### config.mk
export PLATFORM = sky130hd
export DESIGN_NAME = triple_lfsr_byte_descrambler
export DESIGN_NICKNAME = d
export VERILOG_FILES = /design/src/hdl/tlbd_pkg.sv /design/src/hdl/triple_lfsr_byte_descrambler.sv /design/src/hdl/tlbd_front.sv /design/src/hdl/tlbd_queue.sv /design/src/hdl/tlbd_back.sv
export SDC_FILE = /design/constraint.sdc
export NUM_CORES = 1
export LEC_CHECK = 0
export BUFFER_PORTS_ARGS = -buffer_cell sky130_fd_sc_hd__buf_2
export CAP_MARGIN = 30
export CELL_PAD_IN_SITES_DETAIL_PLACEMENT = 0
export CELL_PAD_IN_SITES_GLOBAL_PLACEMENT = 2
export CORE_MARGIN = 2
export CORE_UTILIZATION = 44
export DETAILED_ROUTE_END_ITERATION = 7
export HOLD_SLACK_MARGIN = 0.12
export PLACE_DENSITY = 0.89
export SLEW_MARGIN = 30
export SYNTH_ARGS = -nofsm -noshare
export SYNTH_HDL_FRONTEND = slang
export SYNTH_SLANG_ARGS = --single-unit
### constraint.sdc
create_clock -name clk -period 10.3 [get_ports clk]
set_clock_uncertainty 0.1 [all_clocks]
set_input_delay 2.06 -clock clk [delete_from_list [all_inputs] [get_ports clk]]
set_output_delay 2.06 -clock clk [all_outputs]
set_load 0.05 [all_outputs]
### src/hdl/tlbd_pkg.sv
package tlbd_pkg;

	// seeds loaded at reset and after each end-of-region beat
	localparam logic [15:0] SEED_T = 16'h2953;
	localparam logic [15:0] SEED_U = 16'hd9c2;
	localparam logic [15:0] SEED_V = 16'h3ff1;
	localparam logic        SEED_K = 1'b1;

	// feedback constants
	localparam logic [15:0] TAP_T = 16'ha740;
	localparam logic [15:0] TAP_U = 16'hfb10;
	localparam logic [15:0] TAP_V = 16'hb3d0;

	localparam int unsigned KEY_BITS = 8;

	typedef struct packed {
		logic [7:0] data_in;
		logic       last_byte;
	} in_t;

	typedef struct packed {
		logic [7:0] data_out;
		logic       last_out;
	} out_t;

	// generator state
	typedef struct packed {
		logic [15:0] t;
		logic [15:0] u;
		logic [15:0] v;
		logic        kbit;
	} gen_t;

	// queued job: classified input with its key byte
	typedef struct packed {
		logic [7:0] data;
		logic [7:0] key;
		logic       last;
	} job_t;

	// queue status seen by the front
	typedef struct packed {
		logic full;
		logic empty;
	} qstat_t;

endpackage

### src/hdl/triple_lfsr_byte_descrambler.sv
// Byte stream descrambler driven by three conditionally clocked 16-bit
// shift registers.
//
// Input channel  : in_valid / in_ready, beat = in_data {data_in, last_byte}.
// Output channel : out_valid / out_ready, beat = out_data {data_out, last_out}.
// Each input beat gives exactly one output beat, in order.
//
// The front stage computes the eight-bit key for the accepted beat in the
// same cycle (eight keystream steps unrolled) and pushes data and key into
// a small queue. The back stage XORs key into data into the output register.
// Path from input accept to out_valid: the queue entry, then the output
// register. Throughput: one beat per cycle while the receiver keeps
// out_ready high, set by the combinational key generation and the queue/output register pair.
//
// Reset loads the seeds into the generator and empties queue and output.
// A beat with last_byte set reloads the seeds after it, so the next beat
// starts a fresh keystream. When the receiver stalls, the output register
// holds its beat, the queue fills, and in_ready drops once it is full.
module triple_lfsr_byte_descrambler #(
	parameter int unsigned QueueDepth = 2
) (
	input  logic           clk,
	input  logic           arst_n,
	input  logic           in_valid,
	output logic           in_ready,
	input  tlbd_pkg::in_t  in_data,
	output logic           out_valid,
	input  logic           out_ready,
	output tlbd_pkg::out_t out_data
);

	tlbd_pkg::qstat_t qstat;
	tlbd_pkg::job_t   push_job;
	tlbd_pkg::job_t   pop_job;
	logic             push;
	logic             pop;

	// front: accept beat, generate key, advance or reseed generator
	tlbd_front u_front (
		.clk      (clk),
		.arst_n   (arst_n),
		.in_valid (in_valid),
		.in_ready (in_ready),
		.in_data  (in_data),
		.qstat    (qstat),
		.push     (push),
		.push_job (push_job)
	);

	// decoupling queue between generation and delivery
	tlbd_queue #(
		.Depth (QueueDepth)
	) u_queue (
		.clk      (clk),
		.arst_n   (arst_n),
		.push     (push),
		.push_job (push_job),
		.pop      (pop),
		.pop_job  (pop_job),
		.qstat    (qstat)
	);

	// back: apply key, hold result for the receiver
	tlbd_back u_back (
		.clk       (clk),
		.arst_n    (arst_n),
		.qstat     (qstat),
		.pop_job   (pop_job),
		.pop       (pop),
		.out_valid (out_valid),
		.out_ready (out_ready),
		.out_data  (out_data)
	);

endmodule

### src/hdl/tlbd_front.sv
module tlbd_front (
	input  logic            clk,
	input  logic            arst_n,
	input  logic            in_valid,
	output logic            in_ready,
	input  tlbd_pkg::in_t   in_data,
	input  tlbd_pkg::qstat_t qstat,
	output logic            push,
	output tlbd_pkg::job_t  push_job
);

	tlbd_pkg::gen_t gen_q;
	tlbd_pkg::gen_t gen_nxt;
	logic [7:0]     key;
	logic           accept;

	// one keystream bit: update running bit, then conditionally clock registers
	function automatic tlbd_pkg::gen_t step(input tlbd_pkg::gen_t g);
		tlbd_pkg::gen_t r;
		logic t0, t1, u0, u1, v0;
		t0 = g.t[0];
		t1 = g.t[1];
		u0 = g.u[0];
		u1 = g.u[1];
		v0 = g.v[0];
		r = g;
		r.kbit = g.kbit ^ t1 ^ v0 ^ (u0 | u1) ^ ((t0 ^ u1 ^ v0) & (t0 ^ u0));
		if (t0 == u0) begin
			r.v = {1'b0, g.v[15:1]} ^ (v0 ? tlbd_pkg::TAP_V : 16'h0000);
		end
		if (!t0) begin
			r.u = {1'b0, g.u[15:1]} ^ (u0 ? tlbd_pkg::TAP_U : 16'h0000);
		end
		r.t = {1'b0, g.t[15:1]} ^ (t0 ? tlbd_pkg::TAP_T : 16'h0000);
		return r;
	endfunction

	always_comb begin
		tlbd_pkg::gen_t g;
		g   = gen_q;
		key = '0;
		for (int i = 0; i < tlbd_pkg::KEY_BITS; i++) begin
			g   = step(g);
			key = {key[6:0], g.kbit};
		end
		gen_nxt = g;
	end

	assign in_ready = !qstat.full;
	assign accept   = in_valid && in_ready;
	assign push     = accept;

	assign push_job.data = in_data.data_in;
	assign push_job.key  = key;
	assign push_job.last = in_data.last_byte;

	always_ff @(posedge clk or negedge arst_n) begin
		if (!arst_n) begin
			gen_q <= '{t: tlbd_pkg::SEED_T, u: tlbd_pkg::SEED_U,
				v: tlbd_pkg::SEED_V, kbit: tlbd_pkg::SEED_K};
		end else if (accept) begin
			if (in_data.last_byte) begin
				gen_q <= '{t: tlbd_pkg::SEED_T, u: tlbd_pkg::SEED_U,
					v: tlbd_pkg::SEED_V, kbit: tlbd_pkg::SEED_K};
			end else begin
				gen_q <= gen_nxt;
			end
		end
	end

	// end of region must reseed the generator
	a_reseed: assert property (@(posedge clk) disable iff (!arst_n)
		(accept && in_data.last_byte) |=> (gen_q.t == tlbd_pkg::SEED_T &&
			gen_q.u == tlbd_pkg::SEED_U && gen_q.v == tlbd_pkg::SEED_V &&
			gen_q.kbit == tlbd_pkg::SEED_K))
		else $error("generator not reseeded after last beat");

endmodule

### src/hdl/tlbd_queue.sv
module tlbd_queue #(
	parameter int unsigned Depth = 2
) (
	input  logic             clk,
	input  logic             arst_n,
	input  logic             push,
	input  tlbd_pkg::job_t   push_job,
	input  logic             pop,
	output tlbd_pkg::job_t   pop_job,
	output tlbd_pkg::qstat_t qstat
);

	localparam int unsigned PtrW = (Depth > 1) ? $clog2(Depth) : 1;
	localparam int unsigned CntW = $clog2(Depth + 1);
	localparam logic [PtrW-1:0] LastPtr = PtrW'(Depth - 1);
	localparam logic [CntW-1:0] Full    = CntW'(Depth);

	tlbd_pkg::job_t  mem_q [Depth];
	logic [PtrW-1:0] wr_ptr_q;
	logic [PtrW-1:0] rd_ptr_q;
	logic [CntW-1:0] count_q;

	assign qstat.full  = (count_q == Full);
	assign qstat.empty = (count_q == '0);
	assign pop_job     = mem_q[rd_ptr_q];

	always_ff @(posedge clk) begin
		if (push) begin
			mem_q[wr_ptr_q] <= push_job;
		end
	end

	always_ff @(posedge clk or negedge arst_n) begin
		if (!arst_n) begin
			wr_ptr_q <= '0;
			rd_ptr_q <= '0;
			count_q  <= '0;
		end else begin
			if (push) begin
				wr_ptr_q <= (wr_ptr_q == LastPtr) ? '0 : wr_ptr_q + 1'b1;
			end
			if (pop) begin
				rd_ptr_q <= (rd_ptr_q == LastPtr) ? '0 : rd_ptr_q + 1'b1;
			end
			unique case ({push, pop})
				2'b10:   count_q <= count_q + 1'b1;
				2'b01:   count_q <= count_q - 1'b1;
				default: count_q <= count_q;
			endcase
		end
	end

	a_no_overflow: assert property (@(posedge clk) disable iff (!arst_n)
		push |-> (count_q != Full || pop))
		else $error("queue overflow");

	a_no_underflow: assert property (@(posedge clk) disable iff (!arst_n)
		pop |-> (count_q != '0))
		else $error("queue underflow");

	a_count_track: assert property (@(posedge clk) disable iff (!arst_n)
		(push && !pop) |=> (count_q == $past(count_q) + 1'b1))
		else $error("queue count lost a beat");

endmodule

### src/hdl/tlbd_back.sv
module tlbd_back (
	input  logic             clk,
	input  logic             arst_n,
	input  tlbd_pkg::qstat_t qstat,
	input  tlbd_pkg::job_t   pop_job,
	output logic             pop,
	output logic             out_valid,
	input  logic             out_ready,
	output tlbd_pkg::out_t   out_data
);

	logic           valid_q;
	tlbd_pkg::out_t data_q;

	// load the output register when it is empty or being drained
	assign pop       = !qstat.empty && (!valid_q || out_ready);
	assign out_valid = valid_q;
	assign out_data  = data_q;

	always_ff @(posedge clk or negedge arst_n) begin
		if (!arst_n) begin
			valid_q <= 1'b0;
		end else if (pop) begin
			valid_q <= 1'b1;
		end else if (out_ready) begin
			valid_q <= 1'b0;
		end
	end

	always_ff @(posedge clk) begin
		if (pop) begin
			data_q.data_out <= pop_job.data ^ pop_job.key;
			data_q.last_out <= pop_job.last;
		end
	end

	a_no_drop: assert property (@(posedge clk) disable iff (!arst_n)
		(valid_q && !out_ready) |=> (valid_q && data_q == $past(data_q)))
		else $error("stalled result overwritten");

endmodule

==> flow_summary.json <==
{
  "worstPathRequired_ns": 10.49,
  "cp_num_buf_inv": 1,
  "finalMaxSlewViolations": 0,
  "grt_util_all_layers_pct": 26.9,
  "ys.flop_type": "edfxtp_1",
  "numCtsBuffers": 9,
  "synth_edf_count": 43,
  "synth_mux_area_share_pct": 12.5,
  "numPortBuffers": 23,
  "start_util_pct": 44.8,
  "drt-pass1-iter-count": 7,
  "yosysSeqAreaShare_pct": 26.3,
  "mostFrequentLayoutCells": "104 x nand2_1, 103 x xnor2_1, 79 x mux2i_1, 79 x nor2_1, 63 x o21ai_0",
  "seqCellArea_sq_um": 2680,
  "die_h_um": 156,
  "min_period_over_period_pct": 56.8,
  "tightest_slew_ns": 0.941,
  "multiInputGateArea_sq_um": 7090,
  "ctsResizeCount": 0,
  "max_stage_delay_ns": 0.84,
  "fmax_ghz": 0.171,
  "synth_compound_area_share_pct": 23.1,
  "routedWlPerCell_um": 22.5,
  "timing.rr.start": "u_front.gen_q[33]$_DFFE_PN1P_",
  "startpoint_type": "flop",
  "drive_gt1_share_pct": 14.9,
  "crit_fanout": 29,
  "path_clk_slew_ns": 0.08,
  "routed_via_density": 6.37,
  "areaGrowthSynthToFinish_pct": 5.82,
  "place_congestion": 0.883,
  "ctsHtreeMaxLevel": 3,
  "worstPathArrival_ns": 6.04,
  "outcome": "finished clean",
  "syn_nets": 1194,
  "maxCapViolCount": 0,
  "synth_top_family_by_area": "compound AO/OA/AOI/OAI gates",
  "hold_start": "u_queue.count_q[1]$_DFFE_PN0P_",
  "place_hpwl_um": 23600,
  "grt_start_max_net_pins": 55,
  "synth.avg_cell_area_sq_um": 8.63,
  "fin_nets": 1160,
  "yosysUniqueCellTypes": 98,
  "min_period_ns": 5.85,
  "yosys.area_share.simple_pct": 17.6,
  "r2r_cells": 13,
  "synth_cells": 1180,
  "grt.overflow.total": 0,
  "fin_tns_setup_ns": 0,
  "cts_tree": "done",
  "drtAntennaViolNets": 0,
  "maxSlewHeadroom_pct": 37.2,
  "synth_area_sq_um": 10200,
  "startpoint": "u_front.gen_q[33]$_DFFE_PN1P_",
  "setup_violations": 0,
  "drt_iter0_drc": 740,
  "drc": 0,
  "io_pins": 24,
  "clock_latency_ns": 0.37,
  "grt_setup_unrepaired": "false",
  "cp.depth": 13,
  "grt_pass1_wl_um": 50500,
  "num_antenna_cells": 0,
  "cp_cell_sequence": "buf_4 > mux2i_2 > a22oi_1 > nand3_1 > a21o_1 > and2_1 > mux2i_4 > or3_4 > o211a_2 > mux2_4 > and3_1 > or4_1 > a31oi_1",
  "fp.dieW_um": 156,
  "async_flop_share_pct": 55.7,
  "root_buffer": "clkbuf_16",
  "drt_wl_total_um": 32300,
  "yosysWarnings": 0,
  "synth-xor-area-share_pct": 15.9,
  "grt_antenna_before_repair": 0,
  "ys_ff_latch": 97,
  "nFillCells": 2200,
  "cts.hold.buffers_added": 0,
  "crit_family": "simple AND/OR/NAND/NOR gates",
  "crit_path_end_kind": "flop",
  "numClockSinks": 97,
  "post_cts_buffers": 0,
  "grt_pass1_vias": 8520,
  "crit_slowest_cell": "dfstp_2",
  "core_area_sq_um": 22700,
  "num_rows": 55,
  "dieArea_sq_um": 24400,
  "clock_path_buffers": 2,
  "worst_hold_path.num_cells": 1,
  "path_class": "flop to flop",
  "hold_class": "flop to flop",
  "synth-adder-area-share_pct": 0.123,
  "routed-via-count": 9147,
  "hold_viol": 0,
  "final_common_cell": "nand2_1"
}
metal layers:
metal	share of wire (%)	track usage [%]	vias to the layer above
met3	7.5	3.17	38
met4	1.8	6.47	0
li1	-	-	4317
met1	47	39.8	4444
met5	0	0	-
met2	44	41.8	348
final timing paths:
path | slack, ns | endpoint
setup / recovery | 4.45 | u_front.gen_q[0]$_DFFE_PN1P_
max in group asynchronous | 7.86 | u_front.gen_q[16]$_DFFE_PN0P_
min in group asynchronous | 1.74 | u_front.gen_q[48]$_DFFE_PN0P_
setup reg to reg | 4.45 | u_front.gen_q[0]$_DFFE_PN1P_
hold reg to reg | 0.40 | u_queue.count_q[1]$_DFFE_PN0P_
hold / removal | 0.40 | u_queue.count_q[1]$_DFFE_PN0P_
sequential cells by signal, summed over array words and instances, names as in the netlist:
signal / cells
u_front.gen_q: 49
u_queue.rd_ptr_q: 1
u_queue.count_q: 2
u_back.out_data: 9
u_back.out_valid: 1
u_queue.mem_q: 34
u_queue.wr_ptr_q: 1
per-stage QoR:
step / cell area, sq um / cells / hold WS (ns) / setup slack (ns) / utilization [%]
6_report: 10800 / 1436 / 0.396 / 4.45 / 47.4
5_1_grt: 10800 / 1436 / 0.418 / 4.12 / 47.4
4_1_cts: 10800 / 1436 / 0.401 / 4.55 / 47.4
3_5_place_dp: 10500 / 1420 / 0.382 / 4.58 / 46.1
3_3_place_gp: 10400 / 1420 / 0.377 / 4.49 / 46.0
2_1_floorplan: 10200 / 1180 / 0.358 / 5.94 / -
kinds of logic (layout without fill, tap and decap cells):
family / after synthesis / count (layout)
compound gates: 336 / 336
xor+xnor: 165 / 165
fa+ha+maj: 1 / 1
buf+inv: 107 / 78
flops: 97 / 97
mux: 115 / 115
simple gates: 359 / 359
area by class of cell:
cell class | instances | share of cell area, %
multi-input cells | 976 | 65.8
repair buffers | 45 | 2.60
inverters | 17 | 0.592
clock buffers | 9 | 2.09
well taps | 285 | 3.31
flip-flops and latches | 97 | 24.8
clock inverters | 7 | 0.732
cells in the mapped netlist (all sizes together), types with 7 or more instances:
library cell    n  share of area [%]
xnor2         107                9.4
o21a            9               0.66
or2            12               0.74
dfstp          27                7.0
nand3b          7               0.52
mux2i          89                9.3
a21oi          58                2.9
nand2         105                3.9
dfrtp          27                6.6
a31oi          24                1.5
nand4          14               0.92
a211oi         22                1.7
and3           10               0.66
buf            38                1.9
a22oi          10               0.74
o211ai         38                2.9
nor2           82                3.1
o21ai          63                3.1
and2            9               0.55
inv            15               0.55
nand3          35                1.7
o221ai         10               0.92
a21o           13               0.96
edfxtp         43                 13
xor2           49                4.5
clkbuf         52                1.9
nor3           33                1.7
or3            17                1.1
nand2b         12               0.74
o22ai          16                1.1
mux2           25                3.0
Power is left out: the tool's default activity adds up to more than one toggle a clock period on the data nets, which glitch-free logic cannot reach.
